<file path="config.mk">
export PLATFORM = sky130hd
export DESIGN_NAME = card_number_luhn_classifier_unit
export DESIGN_NICKNAME = d
export VERILOG_FILES = /design/src/sv/clc_pkg.sv /design/src/sv/clc_bcd_conv.sv /design/src/sv/card_number_luhn_classifier_unit.sv
export VERILOG_INCLUDE_DIRS = /design/src /design/src/sv
export SDC_FILE = /design/constraint.sdc
export NUM_CORES = 1
export LEC_CHECK = 0
export BUFFER_PORTS_ARGS = -buffer_cell sky130_fd_sc_hd__buf_2
export CAP_MARGIN = 20
export CELL_PAD_IN_SITES_DETAIL_PLACEMENT = 1
export CELL_PAD_IN_SITES_GLOBAL_PLACEMENT = 1
export CORE_MARGIN = 2
export CORE_UTILIZATION = 31
export DETAILED_ROUTE_END_ITERATION = 10
export GPL_TIMING_DRIVEN = 0
export PLACE_DENSITY_LB_ADDON = 0.1
export SETUP_SLACK_MARGIN = 0.3
export SYNTH_ARGS = -nofsm -noshare
export SYNTH_HDL_FRONTEND = slang
export SYNTH_SLANG_ARGS = --single-unit
export TNS_END_PERCENT = 20
</file>
<file path="constraint.sdc">
create_clock -name clock -period 10.24 [get_ports clock]
set_input_delay 2.048 -clock clock [delete_from_list [all_inputs] [get_ports clock]]
set_output_delay 2.048 -clock clock [all_outputs]
set_load 0.03 [all_outputs]
</file>
<file path="src/sv/card_number_luhn_classifier_unit_defines.svh">
// assertion macros shared by the card number classifier rtl
// no dependencies; included by the modules that carry assertions
`ifndef CARD_NUMBER_LUHN_CLASSIFIER_UNIT_DEFINES_SVH
`define CARD_NUMBER_LUHN_CLASSIFIER_UNIT_DEFINES_SVH

// condition implies consequence in the same cycle
`define CLC_ASSERT_SAME(label, clk, rst, cond, cons) \
   label: assert property (@(posedge clk) disable iff (rst) (cond) |-> (cons)) \
      else $error("clc same-cycle check failed");

// condition implies consequence in the next cycle
`define CLC_ASSERT_NEXT(label, clk, rst, cond, cons) \
   label: assert property (@(posedge clk) disable iff (rst) (cond) |=> (cons)) \
      else $error("clc next-cycle check failed");

`endif

</file>
<file path="src/sv/clc_pkg.sv">
// shared types, constants and the double-dabble step for the card number classifier
// no dependencies
package clc_pkg;

   // input value and bcd image sizes
   localparam int IN_WIDTH      = 54;
   localparam int DIGIT_WIDTH   = 4;
   localparam int BCD_DIGITS    = 17;
   localparam int BCD_WIDTH     = BCD_DIGITS * DIGIT_WIDTH;
   localparam int BITS_PER_STEP = 6;
   localparam int CONV_STEPS    = IN_WIDTH / BITS_PER_STEP;
   localparam int STEP_WIDTH    = $clog2(CONV_STEPS + 1);
   localparam int CNT_WIDTH     = 5;
   localparam int MAX_DIGITS    = 16;

   // brand codes
   typedef enum logic [1:0] {
      BRAND_INVALID = 2'd0,  // no match or failed check
      BRAND_STYLE_A = 2'd1,  // 15 digits, prefix 34 or 37
      BRAND_STYLE_B = 2'd2,  // 13 or 16 digits, prefix 4
      BRAND_STYLE_C = 2'd3   // 16 digits, prefix 51 to 55
   } brand_type;

   // converter control and status
   typedef struct packed {
      logic                start;
      logic [IN_WIDTH-1:0] value;
   } conv_ctrl_type;

   typedef struct packed {
      logic busy;
      logic done;
   } conv_stat_type;

   // one double-dabble bit: add 3 to digits of 5 or more, then shift in the bit
   function automatic logic [BCD_WIDTH-1:0] dabble_bit(
      input logic [BCD_WIDTH-1:0] bcd_val,
      input logic                 bit_val
   );
      logic [BCD_WIDTH-1:0] adj;
      adj = bcd_val;
      for (int i = 0; i < BCD_DIGITS; i++) begin
         if (adj[i*DIGIT_WIDTH +: DIGIT_WIDTH] >= 4'd5) begin
            adj[i*DIGIT_WIDTH +: DIGIT_WIDTH] = adj[i*DIGIT_WIDTH +: DIGIT_WIDTH] + 4'd3;
         end
      end
      return {adj[BCD_WIDTH-2:0], bit_val};
   endfunction

endpackage

</file>
<file path="src/sv/clc_bcd_conv.sv">
// iterative binary to bcd converter, several input bits per cycle
// depends on clc_pkg and the classifier defines header
`include "card_number_luhn_classifier_unit_defines.svh"

module clc_bcd_conv import clc_pkg::*; (
   input  logic                 clock,
   input  logic                 reset,
   input  conv_ctrl_type        ctrl,
   output conv_stat_type        stat,
   output logic [BCD_WIDTH-1:0] bcd
);

   logic [IN_WIDTH-1:0]   bin_ff, bin_in;
   logic [BCD_WIDTH-1:0]  bcd_ff, bcd_in;
   logic [STEP_WIDTH-1:0] step_ff, step_in;
   logic                  busy_ff, busy_in;
   logic                  done_ff, done_in;
   logic [BCD_WIDTH-1:0]  bcd_step;

   // shared dabble unit: one group of input bits, msb first
   always_comb begin
      bcd_step = bcd_ff;
      for (int k = 0; k < BITS_PER_STEP; k++) begin
         bcd_step = dabble_bit(bcd_step, bin_ff[IN_WIDTH-1-k]);
      end
   end

   // step sequencer
   always_comb begin
      bin_in  = bin_ff;
      bcd_in  = bcd_ff;
      step_in = step_ff;
      busy_in = busy_ff;
      done_in = 1'b0;
      if (ctrl.start) begin
         bin_in  = ctrl.value;
         bcd_in  = '0;
         step_in = STEP_WIDTH'(CONV_STEPS);
         busy_in = 1'b1;
      end else if (busy_ff) begin
         bin_in  = bin_ff << BITS_PER_STEP;
         bcd_in  = bcd_step;
         step_in = step_ff - 1'b1;
         busy_in = (step_ff != STEP_WIDTH'(1));
         done_in = (step_ff == STEP_WIDTH'(1));
      end
   end

   // control registers
   always_ff @(posedge clock) begin
      if (reset) begin
         step_ff <= '0;
         busy_ff <= 1'b0;
         done_ff <= 1'b0;
      end else begin
         step_ff <= step_in;
         busy_ff <= busy_in;
         done_ff <= done_in;
      end
   end

   // data registers
   always_ff @(posedge clock) begin
      bin_ff <= bin_in;
      bcd_ff <= bcd_in;
   end

   assign stat.busy = busy_ff;
   assign stat.done = done_ff;
   assign bcd       = bcd_ff;

   `CLC_ASSERT_SAME(a_done_not_busy, clock, reset, done_ff, !busy_ff)
   `CLC_ASSERT_SAME(a_busy_has_steps, clock, reset, busy_ff, step_ff != '0)
   `CLC_ASSERT_SAME(a_start_when_free, clock, reset, ctrl.start, !busy_ff)
   `CLC_ASSERT_NEXT(a_start_runs, clock, reset, ctrl.start, busy_ff && !done_ff)

endmodule

</file>
<file path="src/sv/card_number_luhn_classifier_unit.sv">
// top level of the card number classifier: bcd split, luhn check, brand decode
// depends on clc_pkg, clc_bcd_conv and the classifier defines header
//
//  port group | dir | payload
//  req_*      | in  | card_number
//  rsp_*      | out | brand, checksum_ok, digit_count
//
// an item passes through the conversion, the hand-over of the digits, a scan of its
// decimal digits one at a time (up to 17, least significant first), a step that sees
// the scan empty and the load of the result. req_tready is high only while idle, from
// the cycle after the load. a full output register holds the block in its finish state
// until rsp_tready. reset is synchronous and active high and clears all control state.
`include "card_number_luhn_classifier_unit_defines.svh"

module card_number_luhn_classifier_unit import clc_pkg::*; (
   input  logic        clock,
   input  logic        reset,
   input  logic        req_tvalid,
   output logic        req_tready,
   input  logic [55:0] req_tdata,   // [53:0] card_number, [55:54] zero fill
   output logic        rsp_tvalid,
   input  logic        rsp_tready,
   output logic [7:0]  rsp_tdata    // [1:0] brand, [2] checksum_ok, [7:3] digit_count
);

   typedef enum logic [3:0] {
      ST_IDLE = 4'b0001,
      ST_CONV = 4'b0010,
      ST_SCAN = 4'b0100,
      ST_DONE = 4'b1000
   } state_type;

   state_type                state_ff, state_in;
   conv_ctrl_type            conv_ctrl;
   conv_stat_type            conv_stat;
   logic [BCD_WIDTH-1:0]     conv_bcd;

   logic [BCD_WIDTH-1:0]     rem_ff, rem_in;
   logic [CNT_WIDTH-1:0]     cnt_ff, cnt_in;
   logic [DIGIT_WIDTH-1:0]   sum_ff, sum_in;
   logic [DIGIT_WIDTH-1:0]   last_ff, last_in;
   logic [DIGIT_WIDTH-1:0]   prev_ff, prev_in;

   brand_type                rsp_brand_ff, rsp_brand_in;
   logic                     rsp_ok_ff, rsp_ok_in;
   logic [CNT_WIDTH-1:0]     rsp_count_ff, rsp_count_in;
   logic                     rsp_tvalid_ff, rsp_tvalid_in;

   logic                     req_xfer;
   logic                     out_free;
   logic                     out_load;
   logic [DIGIT_WIDTH-1:0]   digit;
   logic [DIGIT_WIDTH:0]     dbl;
   logic [DIGIT_WIDTH-1:0]   contrib;
   logic [DIGIT_WIDTH:0]     sum_wide;
   logic [DIGIT_WIDTH-1:0]   sum_next;
   logic                     check_ok;
   brand_type                brand_calc;

   assign req_tready = (state_ff == ST_IDLE);
   assign req_xfer   = req_tvalid && req_tready;
   assign out_free   = !rsp_tvalid_ff || rsp_tready;
   assign out_load   = (state_ff == ST_DONE) && out_free;

   // converter hookup
   assign conv_ctrl.start = req_xfer;
   assign conv_ctrl.value = req_tdata[IN_WIDTH-1:0];

   clc_bcd_conv u_conv (
      .clock (clock),
      .reset (reset),
      .ctrl  (conv_ctrl),
      .stat  (conv_stat),
      .bcd   (conv_bcd)
   );

   // luhn digit contribution; every second digit from the right, starting with the second, is doubled
   always_comb begin
      digit = rem_ff[DIGIT_WIDTH-1:0];
      dbl   = {digit, 1'b0};
      if (dbl > 5'd9) begin
         dbl = dbl - 5'd9;
      end
      contrib  = cnt_ff[0] ? dbl[DIGIT_WIDTH-1:0] : digit;
      sum_wide = {1'b0, sum_ff} + {1'b0, contrib};
      if (sum_wide >= 5'd10) begin
         sum_wide = sum_wide - 5'd10;
      end
      sum_next = sum_wide[DIGIT_WIDTH-1:0];
   end

   // brand decode from count and leading digits, for numbers that pass the luhn check
   always_comb begin
      check_ok   = (sum_ff == '0);
      brand_calc = BRAND_INVALID;
      if (check_ok && cnt_ff <= CNT_WIDTH'(MAX_DIGITS)) begin
         if (cnt_ff == 5'd15 && last_ff == 4'd3 && (prev_ff == 4'd4 || prev_ff == 4'd7)) begin
            brand_calc = BRAND_STYLE_A;
         end else if (cnt_ff == 5'd13 && last_ff == 4'd4) begin
            brand_calc = BRAND_STYLE_B;
         end else if (cnt_ff == 5'd16 && last_ff == 4'd5 && prev_ff >= 4'd1 &&
                      prev_ff <= 4'd5) begin
            brand_calc = BRAND_STYLE_C;
         end else if (cnt_ff == 5'd16 && last_ff == 4'd4) begin
            brand_calc = BRAND_STYLE_B;
         end
      end
   end

   // sequencer
   always_comb begin
      state_in = state_ff;
      rem_in   = rem_ff;
      cnt_in   = cnt_ff;
      sum_in   = sum_ff;
      last_in  = last_ff;
      prev_in  = prev_ff;
      unique case (state_ff)
         ST_IDLE: begin
            if (req_xfer) begin
               state_in = ST_CONV;
            end
         end
         ST_CONV: begin
            if (conv_stat.done) begin
               rem_in   = conv_bcd;
               cnt_in   = '0;
               sum_in   = '0;
               last_in  = '0;
               prev_in  = '0;
               state_in = ST_SCAN;
            end
         end
         ST_SCAN: begin
            if (rem_ff == '0) begin
               state_in = ST_DONE;
            end else begin
               rem_in  = rem_ff >> DIGIT_WIDTH;
               cnt_in  = cnt_ff + 1'b1;
               sum_in  = sum_next;
               prev_in = last_ff;
               last_in = digit;
            end
         end
         ST_DONE: begin
            if (out_free) begin
               state_in = ST_IDLE;
            end
         end
         default: begin
            state_in = ST_IDLE;
         end
      endcase
   end

   // output register
   always_comb begin
      rsp_brand_in  = rsp_brand_ff;
      rsp_ok_in     = rsp_ok_ff;
      rsp_count_in  = rsp_count_ff;
      rsp_tvalid_in = rsp_tvalid_ff && !rsp_tready;
      if (out_load) begin
         rsp_brand_in  = brand_calc;
         rsp_ok_in     = check_ok;
         rsp_count_in  = cnt_ff;
         rsp_tvalid_in = 1'b1;
      end
   end

   // control registers
   always_ff @(posedge clock) begin
      if (reset) begin
         state_ff      <= ST_IDLE;
         rsp_tvalid_ff <= 1'b0;
      end else begin
         state_ff      <= state_in;
         rsp_tvalid_ff <= rsp_tvalid_in;
      end
   end

   // data registers
   always_ff @(posedge clock) begin
      rem_ff       <= rem_in;
      cnt_ff       <= cnt_in;
      sum_ff       <= sum_in;
      last_ff      <= last_in;
      prev_ff      <= prev_in;
      rsp_brand_ff <= rsp_brand_in;
      rsp_ok_ff    <= rsp_ok_in;
      rsp_count_ff <= rsp_count_in;
   end

   assign rsp_tvalid = rsp_tvalid_ff;
   assign rsp_tdata  = {rsp_count_ff, rsp_ok_ff, rsp_brand_ff};

   `CLC_ASSERT_NEXT(a_xfer_starts_conv, clock, reset, req_xfer, conv_stat.busy)
   `CLC_ASSERT_SAME(a_done_in_conv, clock, reset, conv_stat.done, state_ff == ST_CONV)
   `CLC_ASSERT_SAME(a_scan_count_bound, clock, reset, state_ff == ST_SCAN,
                    cnt_ff <= CNT_WIDTH'(BCD_DIGITS))
   `CLC_ASSERT_SAME(a_fail_is_invalid, clock, reset, rsp_tvalid_ff && !rsp_ok_ff,
                    rsp_brand_ff == BRAND_INVALID)

endmodule
</file>
* Yosys cells after proc, flatten, opt, wreduce, memory -nomap -nowiden
Index checks and enable logic that the tools add are counted.
** Cells by class
- $add $sub $neg :: 107
- Equality and inequality tests :: 19
- Muxes and demuxes :: 134
- $lt $le $gt $ge :: 107
- Reduce and logical (&&, ||, !) cells :: 24
- Bitwise logic cells :: 2
** Operators by type and width (count)
- 4-bit two-way mux :: 109
- 4-bit by 3-bit greater-or-equal comparator with 1-bit output (second input constant) :: 102
- 4-bit by 2-bit adder with 4-bit output (second input constant) :: 96
- 68-bit two-way mux :: 2
- 68-bit case mux with 2 select lines :: 1
- 54-bit two-way mux :: 2
- 68-bit logical NOT :: 1
- 4-bit case mux with 2 select lines :: 3
- 4-bit by 3-bit == test with 1-bit output (second input constant) :: 5
- 3-bit by 2-bit adder with 3-bit output (second input constant) :: 6
- 3-bit two-way mux :: 6
- 4-bit case mux with 4 select lines :: 1
- 1-bit logical AND :: 11
- 5-bit by 4-bit == test with 1-bit output (second input constant) :: 2
- 5-bit two-way mux :: 2
- 5-bit case mux with 2 select lines :: 1
- 4-bit by 1-bit == test with 1-bit output (second input constant) :: 2
- 4-bit by 2-bit == test with 1-bit output (second input constant) :: 2
- 4-bit subtractor (second input constant) :: 2
- 2-bit two-way mux :: 3
- 2-bit inequality test (second input constant) :: 3
- 4-bit by 4-bit adder with 5-bit output :: 1
- 5-bit by 1-bit adder with 5-bit output (second input constant) :: 1
- 5-bit == test (second input constant) :: 1
- 19 further kinds :: 28
** Word-level totals
- Register bits after elaboration :: 226
- Word-level logic and storage cells :: 410

* Logic depth before layout (Yosys ltp)
Gate-level depths: netlist (run 1).
- Depth after elaboration :: 12
- Gate-level depth with buffers :: 28
- Depth with buffers taken out :: 28

* By module
A second synthesis (run 1) with hierarchy kept.
** Second synthesis, totals
- Cell total of the unflattened synthesis :: 2821
- Area total of the unflattened synthesis :: 22295.1 µm²
** By module, submodules not included
- clc_bcd_conv :: times used 1, seq. area each 3103.0 µm², cells each 2365, area each 17595.6 µm²
- card_number_luhn_classifier_unit :: times used 1, seq. area each 2892.8 µm², cells each 456, area each 4699.5 µm²

* Least setup slack after synthesis (run 1)
Ideal clock, no wire load.
- Path type :: reg-to-reg
- Start point :: register state_ff[0]
- End point :: register cnt_ff[0] (enable)
- Required time :: 9.590 ns
- Path buffers :: 1
- Setup time :: 0.650 ns
- Slack :: 2.280 ns
- Arrival :: 7.310 ns
- Cell stages (with the launch flop) :: 5
- Path through :: dfxtp_1 > nor4b_1 > clkbuf_1 > nor2_1 > nor3b_1
** Between the ends
- Cells in the longest elaborated chain, start to end :: 3
- Elaborated cells on any way between the ends :: 6
** Ends and longest elaborated chain
- start, declared :: RTL line card_number_luhn_classifier_unit.sv:33 : state_type state_ff, state_in;
- start signal, assigned :: RTL line card_number_luhn_classifier_unit.sv:176 : state_ff <= state_in;
- 4-bit by 3-bit == test with 1-bit output or 4-bit by 2-bit == test with 1-bit output (tied branches) :: RTL line card_number_luhn_classifier_unit.sv:118 : unique case (state_ff)
- 2-bit inequality test (no line) (tied with other cells)
- 3-bit AND reduction (no line) (*)
- end signal, assigned :: RTL line card_number_luhn_classifier_unit.sv:184 : cnt_ff <= cnt_in;
- end, declared :: RTL line card_number_luhn_classifier_unit.sv:39 : logic [CNT_WIDTH-1:0] cnt_ff, cnt_in;
Mark *: on every way between the ends. The rest lies on a longest branch, timed or not.
A chain may end at the register's enable or synchronous reset.

* Worst setup path after layout (run 1)
- Start point :: register u_conv.bcd_ff[37], in the netlist u_conv.bcd[37]
- End point :: register u_conv.bcd_ff[40], in the netlist u_conv.bcd[40]
** Between the ends
- Cells in the longest elaborated chain, start to end :: 12
- Elaborated cells on any way between the ends :: 18
** Ends and longest elaborated chain
- start, declared :: RTL line clc_bcd_conv.sv:14 : logic [BCD_WIDTH-1:0] bcd_ff, bcd_in;
- start signal, assigned :: RTL line clc_bcd_conv.sv:65 : bcd_ff <= bcd_in;
- 4-bit by 2-bit adder with 4-bit output or 4-bit by 3-bit greater-or-equal comparator with 1-bit output (tied branches) :: RTL line clc_pkg.sv:44, clc_pkg.sv:43
- 4-bit two-way mux (*) :: RTL line clc_pkg.sv:43 : if (adj[i*DIGIT_WIDTH +: DIGIT_WIDTH] >= 4'd5) begin
- 4-bit by 2-bit adder with 4-bit output or 4-bit by 3-bit greater-or-equal comparator with 1-bit output (tied branches) :: RTL line clc_pkg.sv:44, clc_pkg.sv:43
- 4-bit two-way mux (*) :: RTL line clc_pkg.sv:43
- 4-bit by 3-bit greater-or-equal comparator with 1-bit output or 4-bit by 2-bit adder with 4-bit output (tied branches) :: RTL line clc_pkg.sv:43, clc_pkg.sv:44
- 4-bit two-way mux (*) :: RTL line clc_pkg.sv:43
- 4-bit by 2-bit adder with 4-bit output or 4-bit by 3-bit greater-or-equal comparator with 1-bit output (tied branches) :: RTL line clc_pkg.sv:44, clc_pkg.sv:43
- 4-bit two-way mux (*) :: RTL line clc_pkg.sv:43
- 4-bit by 2-bit adder with 4-bit output or 4-bit by 3-bit greater-or-equal comparator with 1-bit output (tied branches) :: RTL line clc_pkg.sv:44, clc_pkg.sv:43
- 4-bit two-way mux (*) :: RTL line clc_pkg.sv:43
- 4-bit by 2-bit adder with 4-bit output or 4-bit by 3-bit greater-or-equal comparator with 1-bit output (tied branches) :: RTL line clc_pkg.sv:44, clc_pkg.sv:43
- 4-bit two-way mux (*) :: RTL line clc_pkg.sv:43
Marks and branches as above.

==> results of run 1 <==
path summary, 6_finish.rpt:
kind / from / end / slack [ns]
worst max-delay path: u_conv.bcd[37] / u_conv.bcd[40] / 3.83
worst min-delay path: u_conv.bin_ff[40] / u_conv.bin_ff[46] / 0.52
worst max register to register: u_conv.bcd[37] / u_conv.bcd[40] / 3.83
worst min register to register: u_conv.bin_ff[40] / u_conv.bin_ff[46] / 0.52
final cells by class:
cell class	count	area [um2]
Buffer	119	497
Clock buffer	34	774
Clock inverter	19	218
Fill cell	8716	46500
Inverter	137	514
Multi-Input combinational cell	2402	15500
Sequential cell	226	6000
Tap cell	950	1190
Timing Repair Buffer	80	488
flip-flops by register name (all words and copies together) (netlist names):
name / cells
u_conv.busy_ff: 1
prev_ff: 4
rsp_brand_ff: 2
state_ff: 4
u_conv.step_ff: 4
last_ff: 4
u_conv.bcd: 68
rsp_tvalid: 1
rsp_count_ff: 5
u_conv.done_ff: 1
sum_ff: 4
rsp_ok_ff: 1
cnt_ff: 5
rem_ff: 68
u_conv.bin_ff: 54
cell usage after synthesis, types with 46 or more instances:
cell      number
nand2_1      467
o21ai_0      218
nor2_1       209
a21oi_1      164
edfxtp_1     147
inv_1        130
ha_1         104
clkbuf_1      83
nand3_1       80
dfxtp_1       79
mux2i_1       72
nor3_1        60
and2_1        55
a211oi_1      53
o211ai_1      53
mux2_2        46
cell families (layout without fill, tap and decap cells):
logic type,Yosys count,in the layout,synth area share (%)
AO/OA/AOI/OAI,988,988,31.2
XOR/XNOR,37,37,1.54
adder cells (fa/ha/maj),109,109,6.06
buffers and inverters,256,389,4.48
flip-flops,226,226,26.7
multiplexers,125,125,5.94
AND/OR/NAND/NOR,1143,1143,24.1
worst reg2reg max path, delay by kind of cell (launching register included):
family                   cells  cell delay, ns
buffers and inverters        3            0.33
flip-flops                   1            0.39
AND/OR/NAND/NOR              6            1.11
adder cells (fa/ha/maj)      5            1.06
AO/OA/AOI/OAI                9            3.26
multiplexers                 1            0.17
metrics by stage:
stage | util, % | instance area (um2) | cells | TNS, ns
4_1_cts | 35.1 | 25100 | 3966 | 0
6_report | 35.1 | 25100 | 3967 | 0
3_3_place_gp | 33.5 | 24000 | 3901 | -122.58
3_5_place_dp | 33.7 | 24100 | 3913 | 0
2_1_floorplan | - | 22500 | 2884 | 0
5_1_grt | 35.1 | 25100 | 3967 | 0
routing by layer:
layer / vias up / GRT usage [%]
li1: 11000 / -
met1: 10900 / 27.0
met2: 245 / 34.5
met3: 88 / 1.80
met4: 0 / 4.56
met5: - / 0
==> key figures, run 1 <==
Route
  • Final WL: 76800 um
  • Drt wl/cell: 19.3 um
  • Wire length on met2: 36300 um
  • Post-route DRC: 0
  • Vias per inst: 5.62
  • Final ANT Viol Nets: 0
  • Metal-1 WL: 36700 um
  • Routed via count: 22300
  • DR iter-0 viols: 1083
  • DRT Pass-1 Iters: 5
  • WL met3: 2030 um
  • Top layer in use: met4

Synth
  • Post-synthesis register bit count: 226
  • Netlist cell types: 124
  • Synth Instances: 2884
  • Synthesized area: 0.0225 mm2
  • Post-synthesis area per instance: 7.79 um2
  • Post-synth EDFFs: 147
  • Main synth FF type: edfxtp_1
  • Syn. warnings: 0
  • Yosys top cell by area: edfxtp_1
  • Ys async rst share: 0%
  • Sequential-to-total area share from yosys stat: 26.7%
  • Synth top area cells: edfxtp_1, nand2_1, dfxtp_1, ha_1, o21ai_0
  • Net count after synthesis: 3049
  • Top-area cell type share of the netlist area: 19.7%

Place
  • PortBufs: 67
  • Routability cong.: 0.821
  • Pre-CTS setup slack: 3.86 ns
  • Post-DP HPWL: 60700 um

Timing
  • Max-slew violation count: 0
  • RSZ-0062 raised after global routing: false
  • Worst-Margin Slew: 1.09 ns
  • FMAX: 156 MHz
  • Hold_ws: 0.517 ns
  • Worst rel slew slack: 26.3%
  • Hold Violations, Final: 0
  • # setup viols final: 0
  • Clock skew: 0.0203 ns
  • Worst Slack Setup Final: 3.83 ns
  • Crit share post-route: 62.6%
  • Min Tclk post-route: 6.41 ns

Floorplan
  • Initial Util: 31.4%
  • CORE AREA: 0.0716 mm2
  • Chip height: 273 um
  • Ports: 70
  • Die area: 0.0746 mm2
  • Std cell rows: 98
  • Die width: 273 um

Cells and area
  • Layout cells sized above 1: 11.1%
  • Syn-to-layout area delta: 11.9%
  • Most frequent cells in the layout: nand2_1, o21ai_0, nor2_1, a21oi_1, edfxtp_1
  • Commonest non-fill, non-tap cell in the layout: nand2_1
  • ANT cells: 0
  • Final nets: 3160

Critical path
  • CP max stage delay: 0.76 ns
  • Critical Path End Type: register
  • Required time worst endpoint: 10.69 ns
  • WS Path Type: register to register
  • Worst reg-to-reg path cell count: 24
  • CP max FO: 5
  • Crit-path cells: inv_1 > ha_1 > and2b_1 > a2bb2oi_1 > nand2_1 > ha_1 > a21o_1 > a211oi_1 > nor2_1 > inv_1 > ha_1 > nor2_1 > a221oi_1 > nor2_1 > ha_1 > or3_1 > a311o_1 > inv_1 > ha_1 > a211oi_1 > o311ai_1 > o211ai_1 > mux2i_1 > a211oi_1
  • Crit path top cell by count: ha_1
  • Crit path DAT: 6.86 ns
  • Slowest CP cell: o311ai_1
  • Worst path depth: 24
  • Cell family with most CP delay: compound AO/OA/AOI/OAI gates
  • Worst Path Buf+Inv: 3
  • CP startpoint kind: register

Clocking
  • CTS H-Tree Depth: 1
  • Post-CTS Setup Repair Bufs: 0
  • Clock Path Buffers: 3
  • CTS Sinks: 226
  • Clock Latency Late Sink: 0.57 ns
  • Post-CTS sizing: 0
  • Clock root buffer: clkbuf_16
  • CTS tree: yes
  • Clk slew on worst S/H paths: 0.06 ns
  • Hold buffers post-CTS: 0
  • Cts bufs inserted: 29

GRT
  • Gr usage total: 20.0%
  • Pin count of the biggest net entering global routing: 59
  • Global-route wire length before repair: 123000 um
  • Vias in the first global route: 22700
  • Total global routing overflow: 0
  • Antenna violations before repair: 1

Flow run
  • MaxCap Viol Count: 0

Worst hold path
  • Hold path depth: 2
  • Worst hold path class: register to register

Status
  • Status: complete, no violations
Power of run 1 is not shown: default switching activity piles up to over one toggle a cycle in this logic, so the estimate is an artifact.
==> run 2, diff against run 1 <==
==> constraint.sdc (replaced) <==
create_clock -name clock -period 6.2 [get_ports clock]
set_input_delay 1.24 -clock clock [delete_from_list [all_inputs] [get_ports clock]]
set_output_delay 1.24 -clock clock [all_outputs]
set_load 0.03 [all_outputs]
==> run 2 against run 1 <==
Die area stayed put. Non-clock buffer count is 9 higher. Register-to-register slack worse by 3.2 ns. Sequential cell count stayed put. Hold slack worse by 0.0036 ns. Worst setup slack worse by 3.2 ns. Fmax is 14% higher. Via count is 0.74% higher. Final area is 1.4% higher. Cell count is 0.10% higher. Core utilization is 0.50 points higher. Wire length is 1.9% higher. Largest cell class unchanged.
==> key figures, run 2 (synthesis gave the netlist of run 1 again) <==
Status
  • Status: complete, no violations

Cells and area
  • Multi-input combinational cell area: 0.0158 mm2 (+2.3%)
  • Commonest non-fill, non-tap cell in the layout: nand2_1
  • Syn-to-layout area delta: 13.5%
  • Fill count: 8763 (+0.54%)
  • ANT cells: 0 (unchanged)
  • FF/Latch Area: 0.00600 mm2 (+0.15%)
  • Layout cells sized above 1: 13.2% (+2.1 points)
  • Most frequent cells in the layout: nand2_1, o21ai_0, nor2_1, a21oi_1, edfxtp_1
  • Final nets: 3166 (+0.19%)

Flow run
  • MaxCap Viol Count: 0 (unchanged)

Critical path
  • CP max FO: 8 (+3)
  • Crit path top cell by count: ha_1
  • Critical Path End Type: register
  • CP max stage delay: 0.37 ns (-0.39 ns)
  • Crit path DAT: 6.03 ns (-0.83 ns)
  • WS Path Type: register to register
  • CP startpoint kind: register
  • Crit-path cells: clkbuf_2 > inv_1 > ha_1 > nand2b_1 > a211o_1 > a211o_1 > a21oi_2 > nor2_1 > ha_1 > maj3_1 > a221oi_1 > mux2i_1 > inv_1 > ha_1 > o2111ai_1 > o211a_1 > ha_1 > inv_1 > o2111a_1 > o21ai_0 > mux2_2 > o21bai_1 > and3_1 > a2111oi_1
  • Slowest CP cell: a211o_1
  • Required time worst endpoint: 6.62 ns (-4.07 ns)
  • Reg2reg setup slack: 0.59 ns (-3.24 ns)

GRT
  • Gr usage total: 20.1% (+0.11 points)
  • Vias in the first global route: 22400 (-1.4%)
  • Global-route wire length before repair: 123000 um (+0.24%)
  • Pin count of the biggest net entering global routing: 60 (+1.7%)
  • Antenna violations before repair: 1 (unchanged)
  • Total global routing overflow: 0 (unchanged)

Timing
  • Clock skew: 0.0135 ns (-0.00674 ns)
  • # setup viols final: 0 (unchanged)
  • RSZ-0062 raised after global routing: true
  • Worst-Margin Slew: 1.06 ns (-0.0360 ns)
  • Max-slew violation count: 0 (unchanged)
  • Worst rel slew slack: 29.2% (+2.9 points)
  • Crit share post-route: 90.5% (+28 points)
  • Worst Slack Setup Final: 0.591 ns (-3.24 ns)
  • Hold_ws: 0.513 ns (-0.00364 ns)
  • Min Tclk post-route: 5.61 ns (-0.802 ns)
  • FMAX: 178 MHz (+14%)
  • Hold Violations, Final: 0 (unchanged)

Route
  • DR iter-0 viols: 1109 (+2.4%)
  • Routed via count: 22500 (+0.74%)
  • Drt wl/cell: 19.7 um (+1.8%)
  • Final WL: 78200 um (+1.9%)
  • Post-route DRC: 0 (unchanged)
  • DRT Pass-1 Iters: 5 (unchanged)
  • Final ANT Viol Nets: 0 (unchanged)
  • Vias per inst: 5.65 (+0.63%)

Floorplan
  • Initial Util: 31.4% (unchanged)
  • CORE AREA: 0.0716 mm2 (unchanged)
  • Die width: 273 um (unchanged)
  • Chip height: 273 um (unchanged)
  • Std cell rows: 98 (unchanged)
  • Die area: 0.0746 mm2 (unchanged)
  • Ports: 70 (unchanged)

Clocking
  • Clk slew on worst S/H paths: 0.07 ns (about the same)
  • Hold buffers post-CTS: 0 (unchanged)
  • Clock Latency Late Sink: 0.56 ns (about the same)
  • Clock Path Buffers: 3 (unchanged)
  • Clock root buffer: clkbuf_16
  • CTS H-Tree Depth: 1 (unchanged)
  • CTS Sinks: 226 (unchanged)
  • Cts bufs inserted: 26 (-10%)
  • CTS tree: yes

Place
  • Pre-CTS setup slack: -0.170 ns (-4.03 ns)
  • Post-DP HPWL: 60900 um (+0.43%)
  • Routability cong.: 0.823 (+0.30%)
  • PortBufs: 67 (unchanged)

Worst hold path
  • Worst hold path class: register to register
## run 2: layout make-up
class	count	share of cell area [%]
Buffer	119	1.98
Tap cell	950	4.66
Timing Repair Buffer	89	2.39
Clock buffer	34	2.91
Inverter	137	2.02
Clock inverter	14	0.417
Multi-Input combinational cell	2402	62.1
Sequential cell	226	23.6
## run 2: worst paths after layout
kind / start / end / cells past startpoint
min reg2reg: u_conv.bin_ff[5] / u_conv.bin_ff[11] / 2
min: u_conv.bin_ff[5] / u_conv.bin_ff[11] / 2
max reg2reg: u_conv.bcd[20] / u_conv.bcd[28] / 24
max: u_conv.bcd[20] / u_conv.bcd[28] / 24
## run 2: timing repair
action	in CTS	in global routing
buffers inserted	0	11
setup endpoints to repair	13	50
pin swaps	0	12
resized for setup	5	85
## run 2: worst max-delay path, delay by kind of cell, from the launching register on
| kind | cells | cell delay (ns) |
|---|---|---|
| fa+ha+maj | 5 | 1.26 |
| flops | 1 | 0.33 |
| simple gates | 3 | 0.43 |
| mux | 2 | 0.52 |
| compound gates | 10 | 2.40 |
| buf+inv | 4 | 0.53 |
## run 2: routing by layer
metal  share of wire, %  GRT usage [%]  up-vias
met5                  0              0        -
met4                1.9           4.00        0
met3                2.6           2.10       83
met2                 47           33.9      255
met1                 49           27.8    11100
li1                   -              -    11000
## run 2: per-stage QoR
stage	util (%)	instances	setup TNS (ns)	cell area, um2
final	35.6	3971	0	25500
after global routing	35.6	3971	0	25500
after CTS	35.0	3958	0	25100
after detailed placement	33.8	3910	-0.331	24200
after global placement	33.5	3901	-87.53	24000
after floorplan	-	2884	0	22500
Power of run 2 is left out for the same reason.
==> run 3, diff against run 2 <==
--- a/config.mk
+++ b/config.mk
@@ -6,6 +6,7 @@
 export SDC_FILE = /design/constraint.sdc
 export NUM_CORES = 1
 export LEC_CHECK = 0
+export ABC_AREA = 1
 export BUFFER_PORTS_ARGS = -buffer_cell sky130_fd_sc_hd__buf_2
 export CAP_MARGIN = 20
 export CELL_PAD_IN_SITES_DETAIL_PLACEMENT = 1
==> run 3 against run 2 <==
Sequential cell count is the same. Via count shrank 16%. Synthesized cell count grew 1.3%. Critical path depth grew 18. Critical endpoint is now u_conv.bcd[66]. Largest cell class unchanged. Highest routed layer is now met5.
==> key figures, run 3 <==
Status
  • Status: complete, no violations

Floorplan
  • Chip height: 258 um (-5.7%)
  • Die width: 258 um (-5.7%)
  • CORE AREA: 0.0633 mm2 (-12%)
  • Std cell rows: 92 (-6.1%)
  • Initial Util: 31.5% (+0.11 points)
  • Die area: 0.0663 mm2 (-11%)
  • Ports: 70 (unchanged)

Timing
  • Setup Total Neg Slack: 0 ns (unchanged)
  • Hold Violations, Final: 0 (unchanged)
  • # setup viols final: 0 (unchanged)
  • Min Tclk post-route: 5.30 ns (-0.305 ns)
  • Worst-Margin Slew: 0.957 ns (-0.0981 ns)
  • FMAX: 189 MHz (+5.7%)
  • Worst rel slew slack: 36.2% (+7.0 points)
  • Crit share post-route: 85.6% (-4.9 points)
  • RSZ-0062 raised after global routing: false
  • Clock skew: 0.0122 ns (-0.00136 ns)
  • Max-slew violation count: 0 (unchanged)

Clocking
  • Clock Path Buffers: 3 (unchanged)
  • CTS Sinks: 226 (unchanged)
  • Hold buffers post-CTS: 0 (unchanged)
  • CTS tree: yes
  • Clk slew on worst S/H paths: 0.06 ns (about the same)
  • CTS H-Tree Depth: 1 (unchanged)
  • Clock Latency Late Sink: 0.56 ns (about the same)
  • Cts bufs inserted: 29 (+12%)
  • Clock root buffer: clkbuf_16

Cells and area
  • Syn-to-layout area delta: 12.6%
  • Most frequent cells in the layout: nand2_1, inv_1, nand3_1, nand2_2, edfxtp_1
  • Commonest non-fill, non-tap cell in the layout: nand2_1
  • Final nets: 3192 (+0.82%)
  • ANT cells: 0 (unchanged)
  • Fin util: 35.4% (-0.17 points)
  • Layout cells sized above 1: 17.1% (+3.9 points)

Place
  • Post-DP HPWL: 47600 um (-22%)
  • PortBufs: 67 (unchanged)
  • Routability cong.: 0.778 (-5.4%)

Route
  • Vias per inst: 4.86 (-14%)
  • Final ANT Viol Nets: 0 (unchanged)
  • Final WL: 58900 um (-25%)
  • Post-route DRC: 0 (unchanged)
  • DR iter-0 viols: 693 (-38%)
  • Routed via count: 18900 (-16%)
  • Drt wl/cell: 15.1 um (-23%)
  • DRT Pass-1 Iters: 7 (+2)

Critical path
  • Required time worst endpoint: 6.70 ns (+0.08 ns)
  • CP startpoint kind: register
  • Slowest CP cell: dfxtp_1
  • CP max stage delay: 0.38 ns (about the same)
  • Worst Path Buf+Inv: 9 (+5)
  • CP max FO: 4 (-4)
  • Critical Path End Type: register
  • Crit path top cell by count: nand2_1
  • Crit path DAT: 5.81 ns (-0.22 ns)
  • Cell family with most CP delay: simple AND/OR/NAND/NOR gates
  • WS Path Type: register to register

Synth
  • Netlist cell types: 51 (-59%)
  • Post-synthesis adder-cell area fraction: 6.63% (+0.57 points)
  • Yosys top cell by area: edfxtp_1
  • Post-synthesis area per instance: 6.82 um2 (-12%)
  • Mux cell area share after synthesis: 0% (-5.9 points)
  • Synthesized area: 0.0199 mm2 (-11%)
  • Post-synthesis register bit count: 226 (unchanged)
  • Post-synth EDFFs: 147 (unchanged)
  • Top-count cell post-synth: nand2_1
  • Synth Area in Simple Gates: 43.2% (+19 points)
  • Main synth FF type: edfxtp_1
  • Main combinational cell family by area after synthesis: simple AND/OR/NAND/NOR gates
  • Top-area cell type share of the netlist area: 22.2% (+2.5 points)
  • Sequential-to-total area share from yosys stat: 30.1% (+3.4 points)
  • Post-synthesis xor/xnor area fraction: 1.05% (-0.49 points)
  • Synth Instances: 2921 (+1.3%)
  • Synth top area cells: edfxtp_1, nand2_1, inv_1, dfxtp_1, nand3_1
  • Compound-Gate Fraction of Synth Area: 9.17% (-22 points)
  • Net count after synthesis: 3086 (+1.2%)
  • Most instantiated cells after synthesis: nand2_1, inv_1, nand3_1, nand2_2, edfxtp_1
  • Syn. warnings: 0 (unchanged)
  • Ys async rst share: 0% (unchanged)

GRT
  • Vias in the first global route: 19800 (-11%)
  • Pin count of the biggest net entering global routing: 59 (-1.7%)
  • Total global routing overflow: 0 (unchanged)
  • Antenna violations before repair: 1 (unchanged)
  • Global-route wire length before repair: 97400 um (-21%)
  • Gr usage total: 17.7% (-2.4 points)

Worst hold path
  • Worst hold path class: register to register

Flow run
  • MaxCap Viol Count: 0 (unchanged)
[run 3: changes by cell type in the layout (fill, tap and decap cells not counted), sizes merged, moves of 58 or more]
cell and change:
nand3 +279, o21ai -61, nor2 -151, mux2i -76, inv +336, a21oi -124, nand4 +80, nor3 -58
nand2 +698, a211oi -66
[run 3: timing repair]
item                       in CTS  in global routing
setup endpoints to repair       0                  2
buffers inserted                0                  0
resized for setup               0                  4
[run 3: kinds of logic (layout without fill, tap and decap cells)]
| family | Yosys count | after routing |
|---|---|---|
| AO/OA/AOI/OAI | 305 | 305 |
| XOR/XNOR | 20 | 20 |
| adder cells (fa/ha/maj) | 105 | 105 |
| buffers and inverters | 519 | 647 |
| flip-flops | 226 | 226 |
| AND/OR/NAND/NOR | 1746 | 1746 |
[run 3: through the flow]
step	hold WS (ns)	std cells	cell area, um2	worst slack [ns]
floorplan	0.423	2921	19900	1.62
global placement	0.437	3834	21300	-1.25
detailed placement	0.453	3842	21500	0.741
global route	0.483	3895	22400	0.352
CTS	0.467	3895	22400	0.695
finish	0.465	3895	22400	0.895
[run 3: area by class of cell]
| cell class | instances | area, um2 |
|---|---|---|
| clock buffers | 36 | 752 |
| well taps | 846 | 1060 |
| multi-input cells | 2176 | 12000 |
| plain buffers | 45 | 196 |
| clock inverters | 17 | 151 |
| inverters | 474 | 1780 |
| repair buffers | 75 | 510 |
| fillers | 8027 | 40900 |
| flip-flops and latches | 226 | 6000 |
[run 3: final timing paths]
| kind | end | depth (start not counted) | slack (ns) | startpoint |
|---|---|---|---|---|
| hold reg to reg | u_conv.bcd[0] | 2 | 0.46 | u_conv.bin_ff[48] |
| setup / recovery | u_conv.bcd[66] | 42 | 0.90 | u_conv.bcd[61] |
| hold / removal | u_conv.bcd[0] | 2 | 0.46 | u_conv.bin_ff[48] |
| setup reg to reg | u_conv.bcd[66] | 42 | 0.90 | u_conv.bcd[61] |
[run 3: worst register-to-register path, delay by kind of cell (launching register included)]
| kind | cells | cell delay, ns |
|---|---|---|
| compound gates | 1 | 0.16 |
| xor+xnor | 2 | 0.41 |
| fa+ha+maj | 6 | 1.12 |
| buf+inv | 9 | 0.58 |
| flops | 1 | 0.38 |
| simple gates | 24 | 2.62 |
[run 3: routing by layer]
metal	vias to the layer above	track usage, %	wire (um)
met3	77	1.75	1320
met1	8938	22.5	27800
li1	9733	-	-
met5	-	0	13
met2	161	32.0	28300
met4	2	4.43	1540
Power of run 3 is left out for the same reason.
